$ cat src/hdl/rar_pkg.sv
// ----------------------------------------------------------------------------
// rar_pkg - shared types and constants for the rational arithmetic reducer
// Operation codes, output widths and the state types of both sequencers.
// ----------------------------------------------------------------------------
package rar_pkg;

  // default operand width of one fraction part
  localparam int unsigned DATA_WIDTH_DEF = 16;

  // fixed result widths
  localparam int unsigned NUM_OUT_W = 33;
  localparam int unsigned DEN_OUT_W = 32;

  // operation codes
  typedef enum logic [1:0] {
    OP_ADD = 2'd0,
    OP_SUB = 2'd1,
    OP_MUL = 2'd2,
    OP_DIV = 2'd3
  } op_e;

  // top level sequencer
  typedef enum logic [2:0] {
    ST_IDLE,
    ST_MUL_N,
    ST_MUL_X,
    ST_MUL_D,
    ST_SUM,
    ST_START,
    ST_REDUCE,
    ST_HOLD
  } top_state_e;

  // gcd and divide sequencer
  typedef enum logic [2:0] {
    RD_IDLE,
    RD_GCD,
    RD_DIV_NUM,
    RD_DIV_DEN,
    RD_DONE
  } red_state_e;

endpackage

$ cat src/hdl/rar_reduce.sv
// ----------------------------------------------------------------------------
// rar_reduce - gcd reduction of a magnitude pair
// Binary gcd followed by two restoring divisions by the gcd, all stepping
// through one shared subtract and compare unit, one step per cycle.
// ----------------------------------------------------------------------------
module rar_reduce #(
  parameter int unsigned MAG_W = 2 * rar_pkg::DATA_WIDTH_DEF
) (
  input  logic             clk_i,
  input  logic             rst_ni,
  input  logic             start_i,
  input  logic [MAG_W-1:0] num_i,
  input  logic [MAG_W-1:0] den_i,
  output logic             done_o,
  output logic [MAG_W-1:0] num_o,
  output logic [MAG_W-1:0] den_o
);

  localparam int unsigned K_W   = $clog2(MAG_W + 1);
  localparam int unsigned CNT_W = $clog2(MAG_W);

  rar_pkg::red_state_e state_q, state_d;

  logic [MAG_W-1:0] n_q, n_d, d_q, d_d;
  logic [MAG_W-1:0] u_q, u_d, v_q, v_d;
  logic [MAG_W-1:0] g_q, g_d, r_q, r_d;
  logic [MAG_W-1:0] dq_q, dq_d, qn_q, qn_d;
  logic [K_W-1:0]   k_q, k_d;
  logic [CNT_W-1:0] cnt_q, cnt_d;

  // shared subtract and compare unit
  logic [MAG_W:0]   sub_x, sub_y;
  logic [MAG_W+1:0] diff;
  logic             borrow;
  logic             u_zero;
  logic             div_last;
  logic             q_bit;
  logic [MAG_W-1:0] q_next;

  // operand select for the shared unit
  always_comb begin
    if (state_q == rar_pkg::RD_GCD) begin
      sub_x = {1'b0, u_q};
      sub_y = {1'b0, v_q};
    end else begin
      sub_x = {r_q, dq_q[MAG_W-1]};
      sub_y = {1'b0, g_q};
    end
  end

  assign diff     = {1'b0, sub_x} - {1'b0, sub_y};
  assign borrow   = diff[MAG_W+1];
  assign u_zero   = (u_q == '0);
  assign div_last = (cnt_q == CNT_W'(MAG_W - 1));
  assign q_bit    = ~borrow;
  assign q_next   = {dq_q[MAG_W-2:0], q_bit};

  // next state
  always_comb begin
    state_d = state_q;
    unique case (state_q)
      rar_pkg::RD_IDLE: begin
        if (start_i) state_d = rar_pkg::RD_GCD;
      end
      rar_pkg::RD_GCD: begin
        if (u_zero) state_d = rar_pkg::RD_DIV_NUM;
      end
      rar_pkg::RD_DIV_NUM: begin
        if (div_last) state_d = rar_pkg::RD_DIV_DEN;
      end
      rar_pkg::RD_DIV_DEN: begin
        if (div_last) state_d = rar_pkg::RD_DONE;
      end
      rar_pkg::RD_DONE: begin
        state_d = rar_pkg::RD_IDLE;
      end
      default: state_d = rar_pkg::RD_IDLE;
    endcase
  end

  // outputs
  always_comb begin
    done_o = (state_q == rar_pkg::RD_DONE);
    num_o  = qn_q;
    den_o  = dq_q;
  end

  // datapath step
  always_comb begin
    n_d   = n_q;
    d_d   = d_q;
    u_d   = u_q;
    v_d   = v_q;
    g_d   = g_q;
    r_d   = r_q;
    dq_d  = dq_q;
    qn_d  = qn_q;
    k_d   = k_q;
    cnt_d = cnt_q;
    unique case (state_q)
      rar_pkg::RD_IDLE: begin
        if (start_i) begin
          n_d = num_i;
          d_d = den_i;
          u_d = num_i;
          v_d = den_i;
          k_d = '0;
        end
      end
      rar_pkg::RD_GCD: begin
        priority if (u_zero) begin
          // v holds the odd part, put the common twos back
          g_d   = v_q << k_q;
          r_d   = '0;
          dq_d  = n_q;
          cnt_d = '0;
        end else if (!u_q[0] && !v_q[0]) begin
          u_d = u_q >> 1;
          v_d = v_q >> 1;
          k_d = k_q + 1'b1;
        end else if (!u_q[0]) begin
          u_d = u_q >> 1;
        end else if (!v_q[0]) begin
          v_d = v_q >> 1;
        end else if (borrow) begin
          // both odd, u smaller: swap so the larger one is reduced
          u_d = v_q;
          v_d = u_q;
        end else begin
          u_d = diff[MAG_W-1:0];
        end
      end
      rar_pkg::RD_DIV_NUM, rar_pkg::RD_DIV_DEN: begin
        r_d   = q_bit ? diff[MAG_W-1:0] : sub_x[MAG_W-1:0];
        dq_d  = q_next;
        cnt_d = cnt_q + 1'b1;
        if (div_last && (state_q == rar_pkg::RD_DIV_NUM)) begin
          // numerator quotient done, load the denominator
          qn_d  = q_next;
          dq_d  = d_q;
          r_d   = '0;
          cnt_d = '0;
        end
      end
      rar_pkg::RD_DONE: begin
      end
      default: begin
      end
    endcase
  end

  // control state
  always_ff @(posedge clk_i or negedge rst_ni) begin
    if (!rst_ni) begin
      state_q <= rar_pkg::RD_IDLE;
    end else begin
      state_q <= state_d;
    end
  end

  // working registers
  always_ff @(posedge clk_i) begin
    n_q   <= n_d;
    d_q   <= d_d;
    u_q   <= u_d;
    v_q   <= v_d;
    g_q   <= g_d;
    r_q   <= r_d;
    dq_q  <= dq_d;
    qn_q  <= qn_d;
    k_q   <= k_d;
    cnt_q <= cnt_d;
  end

  // the gcd loop never sees a zero second operand
  a_gcd_v_nonzero: assert property (@(posedge clk_i) disable iff (!rst_ni)
    (state_q == rar_pkg::RD_GCD) |-> (v_q != '0))
    else $error("gcd operand v reached zero");

  // partial remainder stays below the divisor
  a_rem_below_gcd: assert property (@(posedge clk_i) disable iff (!rst_ni)
    ((state_q == rar_pkg::RD_DIV_NUM) || (state_q == rar_pkg::RD_DIV_DEN))
      |-> (r_q < g_q))
    else $error("partial remainder not below gcd");

  // a reduced denominator is never zero
  a_den_nonzero: assert property (@(posedge clk_i) disable iff (!rst_ni)
    (state_q == rar_pkg::RD_DONE) |-> (dq_q != '0))
    else $error("reduced denominator is zero");

endmodule

$ cat src/hdl/rational_arith_reduce_unit.sv
// ----------------------------------------------------------------------------
// rational_arith_reduce_unit - fraction add, subtract, multiply, divide
// Forms the raw numerator and denominator with one shared multiplier and
// reduces them by their gcd; a zero denominator gives 0/0 with an error.
// ----------------------------------------------------------------------------
//  channel  valid        stall        word
//  input    in_valid_i   in_stall_o   op_i, a_num_i, a_den_i, b_num_i, b_den_i
//  output   out_valid_o  out_stall_i  res_num_o, res_den_o, div_error_o
//
//  one word at a time; in_stall_o is high from acceptance until the result
//  is loaded into the output register. for each word, W = 2*DATA_WIDTH, the
//  block runs the multiplies and sum, a data dependent number of binary gcd
//  steps (each swap, subtract and halve round drops a bit), 2*W division
//  steps and a finish; a zero denominator skips the gcd and the divisions.
//  the shared subtract unit in rar_reduce paces the gcd and division steps.
//  a stalled result waits in the output register while the next word is taken.
//  rst_ni is asynchronous and active low; it clears all control state.
// ----------------------------------------------------------------------------
module rational_arith_reduce_unit #(
  parameter int unsigned DATA_WIDTH = rar_pkg::DATA_WIDTH_DEF
) (
  input  logic                                  clk_i,
  input  logic                                  rst_ni,
  input  logic                                  in_valid_i,
  output logic                                  in_stall_o,
  input  logic [1:0]                            op_i,
  input  logic signed [DATA_WIDTH-1:0]          a_num_i,
  input  logic signed [DATA_WIDTH-1:0]          a_den_i,
  input  logic signed [DATA_WIDTH-1:0]          b_num_i,
  input  logic signed [DATA_WIDTH-1:0]          b_den_i,
  output logic                                  out_valid_o,
  input  logic                                  out_stall_i,
  output logic signed [rar_pkg::NUM_OUT_W-1:0]  res_num_o,
  output logic signed [rar_pkg::DEN_OUT_W-1:0]  res_den_o,
  output logic                                  div_error_o
);

  localparam int unsigned MAG_W = 2 * DATA_WIDTH;
  localparam int unsigned NEXT_W = (MAG_W > rar_pkg::NUM_OUT_W) ? MAG_W : rar_pkg::NUM_OUT_W;
  localparam int unsigned DEXT_W = (MAG_W > rar_pkg::DEN_OUT_W) ? MAG_W : rar_pkg::DEN_OUT_W;

  // operand slots
  localparam int unsigned IDX_AN = 0;
  localparam int unsigned IDX_AD = 1;
  localparam int unsigned IDX_BN = 2;
  localparam int unsigned IDX_BD = 3;

  rar_pkg::top_state_e state_q, state_d;

  logic [3:0][DATA_WIDTH-1:0] in_raw, in_mag, mag_q;
  logic [3:0]                 in_neg, neg_q;
  rar_pkg::op_e               op_q;

  logic [DATA_WIDTH-1:0] mul_x, mul_y;
  logic [MAG_W-1:0]      prod;
  logic [MAG_W-1:0]      p1_q, p2_q, den_mag_q;
  logic [MAG_W-1:0]      num_mag_q, num_mag_d;
  logic                  num_neg_q, num_neg_d, den_neg_q, den_neg_d, err_q;

  logic t1_neg, t2_neg, same_sign, p1_ge;
  logic [MAG_W-1:0] sum_mag;
  logic             sum_neg;

  logic             accept, load_p1, load_p2, load_den, load_sum, red_start, load_out;
  logic             red_done;
  logic [MAG_W-1:0] red_num, red_den;

  logic [NEXT_W-1:0] num_ext, num_signed;
  logic [DEXT_W-1:0] den_ext, den_signed;
  logic [rar_pkg::NUM_OUT_W-1:0] res_num_d;
  logic [rar_pkg::DEN_OUT_W-1:0] res_den_d;
  logic out_valid_q, out_valid_d;
  logic [rar_pkg::NUM_OUT_W-1:0] res_num_q;
  logic [rar_pkg::DEN_OUT_W-1:0] res_den_q;
  logic div_error_q;

  // sign and magnitude of the four operands
  assign in_raw[IDX_AN] = a_num_i;
  assign in_raw[IDX_AD] = a_den_i;
  assign in_raw[IDX_BN] = b_num_i;
  assign in_raw[IDX_BD] = b_den_i;

  always_comb begin
    for (int i = 0; i < 4; i++) begin
      in_neg[i] = in_raw[i][DATA_WIDTH-1];
      in_mag[i] = in_neg[i] ? (~in_raw[i] + 1'b1) : in_raw[i];
    end
  end

  // shared multiplier operand select
  always_comb begin
    unique case (state_q)
      rar_pkg::ST_MUL_N: begin
        mul_x = mag_q[IDX_AN];
        mul_y = (op_q == rar_pkg::OP_MUL) ? mag_q[IDX_BN] : mag_q[IDX_BD];
      end
      rar_pkg::ST_MUL_X: begin
        mul_x = mag_q[IDX_BN];
        mul_y = mag_q[IDX_AD];
      end
      default: begin
        mul_x = mag_q[IDX_AD];
        mul_y = (op_q == rar_pkg::OP_DIV) ? mag_q[IDX_BN] : mag_q[IDX_BD];
      end
    endcase
  end

  assign prod = mul_x * mul_y;

  // signed sum of the cross products
  always_comb begin
    t1_neg = (p1_q != '0) &&
             (neg_q[IDX_AN] ^ ((op_q == rar_pkg::OP_MUL) ? neg_q[IDX_BN] : neg_q[IDX_BD]));
    t2_neg = (p2_q != '0) &&
             (neg_q[IDX_BN] ^ neg_q[IDX_AD] ^ (op_q == rar_pkg::OP_SUB));
    same_sign = (t1_neg == t2_neg);
    p1_ge     = (p1_q >= p2_q);
    priority if (same_sign) begin
      sum_mag = p1_q + p2_q;
      sum_neg = t1_neg;
    end else if (p1_ge) begin
      sum_mag = p1_q - p2_q;
      sum_neg = t1_neg;
    end else begin
      sum_mag = p2_q - p1_q;
      sum_neg = t2_neg;
    end
    if (sum_mag == '0) sum_neg = 1'b0;

    if ((op_q == rar_pkg::OP_ADD) || (op_q == rar_pkg::OP_SUB)) begin
      num_mag_d = sum_mag;
      num_neg_d = sum_neg;
    end else begin
      num_mag_d = p1_q;
      num_neg_d = t1_neg;
    end
    den_neg_d = neg_q[IDX_AD] ^
                ((op_q == rar_pkg::OP_DIV) ? neg_q[IDX_BN] : neg_q[IDX_BD]);
  end

  // next state
  always_comb begin
    state_d = state_q;
    unique case (state_q)
      rar_pkg::ST_IDLE: begin
        if (in_valid_i) state_d = rar_pkg::ST_MUL_N;
      end
      rar_pkg::ST_MUL_N: begin
        if ((op_q == rar_pkg::OP_ADD) || (op_q == rar_pkg::OP_SUB)) begin
          state_d = rar_pkg::ST_MUL_X;
        end else begin
          state_d = rar_pkg::ST_MUL_D;
        end
      end
      rar_pkg::ST_MUL_X: state_d = rar_pkg::ST_MUL_D;
      rar_pkg::ST_MUL_D: state_d = rar_pkg::ST_SUM;
      rar_pkg::ST_SUM: begin
        if (den_mag_q == '0) begin
          state_d = rar_pkg::ST_HOLD;
        end else begin
          state_d = rar_pkg::ST_START;
        end
      end
      rar_pkg::ST_START: state_d = rar_pkg::ST_REDUCE;
      rar_pkg::ST_REDUCE: begin
        if (red_done) state_d = rar_pkg::ST_HOLD;
      end
      rar_pkg::ST_HOLD: begin
        if (!out_valid_q || !out_stall_i) state_d = rar_pkg::ST_IDLE;
      end
      default: state_d = rar_pkg::ST_IDLE;
    endcase
  end

  // sequencer outputs
  always_comb begin
    in_stall_o = (state_q != rar_pkg::ST_IDLE);
    accept     = in_valid_i && (state_q == rar_pkg::ST_IDLE);
    load_p1    = (state_q == rar_pkg::ST_MUL_N);
    load_p2    = (state_q == rar_pkg::ST_MUL_X);
    load_den   = (state_q == rar_pkg::ST_MUL_D);
    load_sum   = (state_q == rar_pkg::ST_SUM);
    red_start  = (state_q == rar_pkg::ST_START);
    load_out   = (state_q == rar_pkg::ST_HOLD) && (!out_valid_q || !out_stall_i);
  end

  rar_reduce #(
    .MAG_W (MAG_W)
  ) u_reduce (
    .clk_i   (clk_i),
    .rst_ni  (rst_ni),
    .start_i (red_start),
    .num_i   (num_mag_q),
    .den_i   (den_mag_q),
    .done_o  (red_done),
    .num_o   (red_num),
    .den_o   (red_den)
  );

  // put the signs back and wrap to the output widths
  always_comb begin
    num_ext    = NEXT_W'(red_num);
    den_ext    = DEXT_W'(red_den);
    num_signed = num_neg_q ? (~num_ext + 1'b1) : num_ext;
    den_signed = den_neg_q ? (~den_ext + 1'b1) : den_ext;
    if (err_q) begin
      res_num_d = '0;
      res_den_d = '0;
    end else begin
      res_num_d = num_signed[rar_pkg::NUM_OUT_W-1:0];
      res_den_d = den_signed[rar_pkg::DEN_OUT_W-1:0];
    end
  end

  // output word valid
  always_comb begin
    priority if (load_out) begin
      out_valid_d = 1'b1;
    end else if (!out_stall_i) begin
      out_valid_d = 1'b0;
    end else begin
      out_valid_d = out_valid_q;
    end
  end

  // control state
  always_ff @(posedge clk_i or negedge rst_ni) begin
    if (!rst_ni) begin
      state_q     <= rar_pkg::ST_IDLE;
      out_valid_q <= 1'b0;
    end else begin
      state_q     <= state_d;
      out_valid_q <= out_valid_d;
    end
  end

  // operand, product and result registers
  always_ff @(posedge clk_i) begin
    if (accept) begin
      mag_q <= in_mag;
      neg_q <= in_neg;
      op_q  <= rar_pkg::op_e'(op_i);
    end
    if (load_p1) p1_q <= prod;
    if (load_p2) p2_q <= prod;
    if (load_den) den_mag_q <= prod;
    if (load_sum) begin
      num_mag_q <= num_mag_d;
      num_neg_q <= num_neg_d;
      den_neg_q <= den_neg_d;
      err_q     <= (den_mag_q == '0);
    end
    if (load_out) begin
      res_num_q   <= res_num_d;
      res_den_q   <= res_den_d;
      div_error_q <= err_q;
    end
  end

  assign out_valid_o = out_valid_q;
  assign res_num_o   = res_num_q;
  assign res_den_o   = res_den_q;
  assign div_error_o = div_error_q;

  // a new output word only comes out of the hold state
  a_out_from_hold: assert property (@(posedge clk_i) disable iff (!rst_ni)
    $rose(out_valid_o) |-> $past(state_q == rar_pkg::ST_HOLD))
    else $error("output word raised outside hold state");

  // an error word carries 0/0
  a_err_zero: assert property (@(posedge clk_i) disable iff (!rst_ni)
    (out_valid_o && div_error_o) |-> ((res_num_o == '0) && (res_den_o == '0)))
    else $error("error word with nonzero fraction");

  // a taken word blocks the input until its result is out
  a_busy_after_accept: assert property (@(posedge clk_i) disable iff (!rst_ni)
    (in_valid_i && !in_stall_o) |=> in_stall_o)
    else $error("input not stalled after acceptance");

endmodule

$ cat config.mk
export PLATFORM = sky130hd
export DESIGN_NAME = rational_arith_reduce_unit
export DESIGN_NICKNAME = d
export VERILOG_FILES = /design/src/hdl/rar_pkg.sv /design/src/hdl/rar_reduce.sv /design/src/hdl/rational_arith_reduce_unit.sv
export SDC_FILE = /design/constraint.sdc
export NUM_CORES = 2
export LEC_CHECK = 0
export BUFFER_PORTS_ARGS = -buffer_cell sky130_fd_sc_hd__clkbuf_2
export CORE_UTILIZATION = 50
export DETAILED_ROUTE_END_ITERATION = 7
export GPL_ROUTABILITY_DRIVEN = 0
export PLACE_DENSITY = 0.72
export SETUP_SLACK_MARGIN = 0.02
export SLEW_MARGIN = 10
export SYNTH_ARGS = -nofsm -noshare
export SYNTH_HDL_FRONTEND = slang
export SYNTH_SLANG_ARGS = --single-unit
$ cat constraint.sdc
create_clock -name clk_i -period 17 [get_ports clk_i]
set_input_delay 3.4 -clock clk_i [delete_from_list [all_inputs] [get_ports clk_i]]
set_output_delay 3.4 -clock clk_i [all_outputs]
set_load 0.03 [all_outputs]
==> reports/metrics.cfg <==
[timing]
tightest_slew_ns=1.21
fin_crit_ns=8.85
tns_ns=0
fmax_mhz=113
fin_crit_sh=0.521
finClkSkew_ns=0.0402
rsz0062_at_grt=false
slew_violations=0
finalSetupViolations=0
relSlewSlack=0.193
timing.final.hold_violations=0

[layout]
fin_nets=4629
fillers=6909
drive_gt1_frac=0.0882
area_growth_pct=8.60
antenna-diode-count=0

[die]
die-area_um2=82600
die_x_um=287
coreArea_um2=80500
initial_core_util=0.506
core.rowCount=104
die_y_um=287
boundaryPins=138

[setup_path]
critical_path.startpoint_type=flop
crit_fanout=51
critical_path_class=flop to flop
cp-end-kind=flop
cpPeakStageDelay_ns=1.09
arrival_ns=9.20
crit_path_frequent_cell=fa_1
required_ns=17.35
crit_chain=nand2b_1, a21oi_4, o22a_1, nand2_1, fa_1, fa_1, fa_1, fa_1, inv_1, fa_1, inv_1, fa_1, inv_1, ha_1, a21oi_1, o21ai_0, a211oi_1, nor3_1, o311ai_0, a31oi_1, o21a_1, nor2_1, xnor2_1
critical_path.slowest_cell=a21oi_4

[clock_network]
cts_hold_buf=0
cts-root-buf=clkbuf_16
cts_tree=built
postCtsSetupBuffers=0
cts_buffers=59
path_clk_slew_ns=0.06
cts.path.max_buffers=3
cts_max_level=2
insertion_delay_ns=0.65
clkSinkCount=541
cts_resized=0

[yosys]
synth-seq-cells=541
syn-num-nets=4589
synth_ff_type=edfxtp_1
synth_edf_count=534
ys_seq_area_frac=0.398
syn_inst=4082
yosysWarnings=0
avgSynthCellArea_um2=9.98
async_flop_share=0.0129
syn_area_um2=40700
ys_types=91

[placed_design]
portBuffers=137
hpwl_um=85600

[routing]
wl_per_cell_um=21.4
finalWirelength_um=112000
ant_nets=0
drc=0
drt-pass1-iter-count=6
via_per_inst=6.01
drtIter0Drc=3231
num_vias=31500

[global_routing]
grt_antenna_before_repair=1
grt_pass1_vias=30200
grt_overflow_total=0
grt_start_max_net_pins=76
grt_pass1_wl_um=173000
grt_use_total=0.270

[job]
cap_violations=0

[status]
outcome=complete, no violations

[worst_hold_path]
holdCritPathClass=flop to flop

-- synth_stat cells, drive strengths merged, types with 56 or more instances --
cell	instances	share of area
nor2	357	0.033
o21ai	216	0.027
inv	363	0.033
nand2	543	0.050
buf	61	0.0081
fa	198	0.097
mux2i	176	0.043
a21oi	234	0.029
o22ai	56	0.0086
xnor2	125	0.027
clkbuf	143	0.013
edfxtp	534	0.39
ha	239	0.073
xor2	81	0.017
-- final cells by class --
type	instances	area, µm²	area share
inverters	363	1360	0.0308
repair buffers	183	1030	0.0233
multi-input cells	2974	22400	0.506
flip-flops and latches	541	16200	0.366
clock inverters	46	414	0.00936
well taps	1060	1330	0.0300
clock buffers	65	1520	0.0344
-- critical path: cells and delay by family (launching register included) --
family,cells,cell delay [ns]
xor gates and xnor gates,1,0.11
and+or+nand+nor,4,0.99
AOI/OAI and AO/OA,8,3.47
buffers and inverters,3,0.14
adders and majority gates,7,3.29
DFF,1,0.51
-- path summary, 6_finish.rpt --
path                                                        end               startpoint  slack [ns]  depth (start not counted)
worst min-delay path                 u_reduce.n_q[29]$_DFFE_PP_  num_mag_q[29]$_DFFE_PP_        0.47                          0
worst max register to register          den_mag_q[31]$_DFFE_PN_   state_q[0]$_DFFE_PN0P_        8.15                         23
max in group asynchronous       u_reduce.state_q[0]$_DFFE_PN0P_                   rst_ni       14.17                          1
min in group asynchronous               out_valid_o$_DFFE_PN0P_                   rst_ni        2.61                          1
worst max-delay path                    den_mag_q[31]$_DFFE_PN_   state_q[0]$_DFFE_PN0P_        8.15                         23
worst min register to register       u_reduce.n_q[29]$_DFFE_PP_  num_mag_q[29]$_DFFE_PP_        0.47                          0
-- registers in the layout, indices dropped and copies added, names as in the netlist, 2 cells and up --
name / flops
res_den_o: 32
u_reduce.den_o: 32
u_reduce.cnt_q: 5
p1_q: 32
state_q: 3
neg_q: 4
u_reduce.r_q: 32
mag_q: 64
num_mag_q: 32
u_reduce.v_q: 32
u_reduce.k_q: 6
u_reduce.d_q: 32
p2_q: 32
res_num_o: 33
u_reduce.g_q: 32
den_mag_q: 32
u_reduce.num_o: 32
u_reduce.u_q: 32
u_reduce.state_q: 3
u_reduce.n_q: 32
op_q: 2
-- per-stage QoR --
| stage | utilization | setup WS [ns] | cell area (µm²) | cells | hold slack (ns) |
|---|---|---|---|---|---|
| 6_report | 0.549 | 8.15 | 44200 | 5232 | 0.474 |
| 3_3_place_gp | 0.525 | 8.39 | 42300 | 5121 | 0.453 |
| 5_1_grt | 0.549 | 7.41 | 44200 | 5232 | 0.476 |
| 3_5_place_dp | 0.525 | 8.22 | 42300 | 5121 | 0.444 |
| 4_1_cts | 0.549 | 8.20 | 44200 | 5232 | 0.465 |
| 2_1_floorplan | - | 7.73 | 40700 | 4082 | 0.421 |
-- routing by layer --
metal  track usage  vias up  routed length [µm]
li1              -    14400                   -
met1         0.353    15100               44400
met2         0.445     1647               52300
met3        0.0445      283               10200
met4         0.113        2                4990
met5             0        -                  13
-- cells by family after synthesis --
group / Yosys count / share of synthesized area
AND/OR/NAND/NOR: 1282 / 0.141
AO/OA/AOI/OAI: 833 / 0.130
buffers and inverters: 567 / 0.0548
flip-flops: 541 / 0.398
adder cells (fa/ha/maj): 437 / 0.171
multiplexers: 216 / 0.0609
XOR/XNOR: 206 / 0.0448
-- cells in the final DEF, fill, tap and decap left out, types with 15 or more instances in the layout --
cell	netlist	layout
a211oi_1	33	33
a21o_1	39	39
a21oi_1	231	229
a31oi_1	22	22
and2_1	34	34
and3_1	17	17
buf_4	10	46
clkbuf_16	0	60
clkbuf_2	0	137
clkinv_1	0	17
edfxtp_1	534	534
fa_1	198	198
ha_1	239	239
inv_1	362	361
mux2i_1	176	176
mux4_2	24	24
nand2_1	543	542
nand2b_1	33	31
nand3_1	48	48
nand4_1	26	26
nor2_1	356	353
nor2b_1	35	34
nor3_1	49	48
nor4_1	39	38
o211ai_1	20	20
o21a_1	18	18
o21ai_0	206	205
o21bai_1	26	26
o22a_1	33	33
o22ai_1	56	56
o31ai_1	43	43
or3_1	44	44
or4_1	15	15
xnor2_1	124	124
xor2_1	81	80
Power is not shown: default switching activity piles up to over one toggle a cycle in this logic, so the estimate is an artifact.
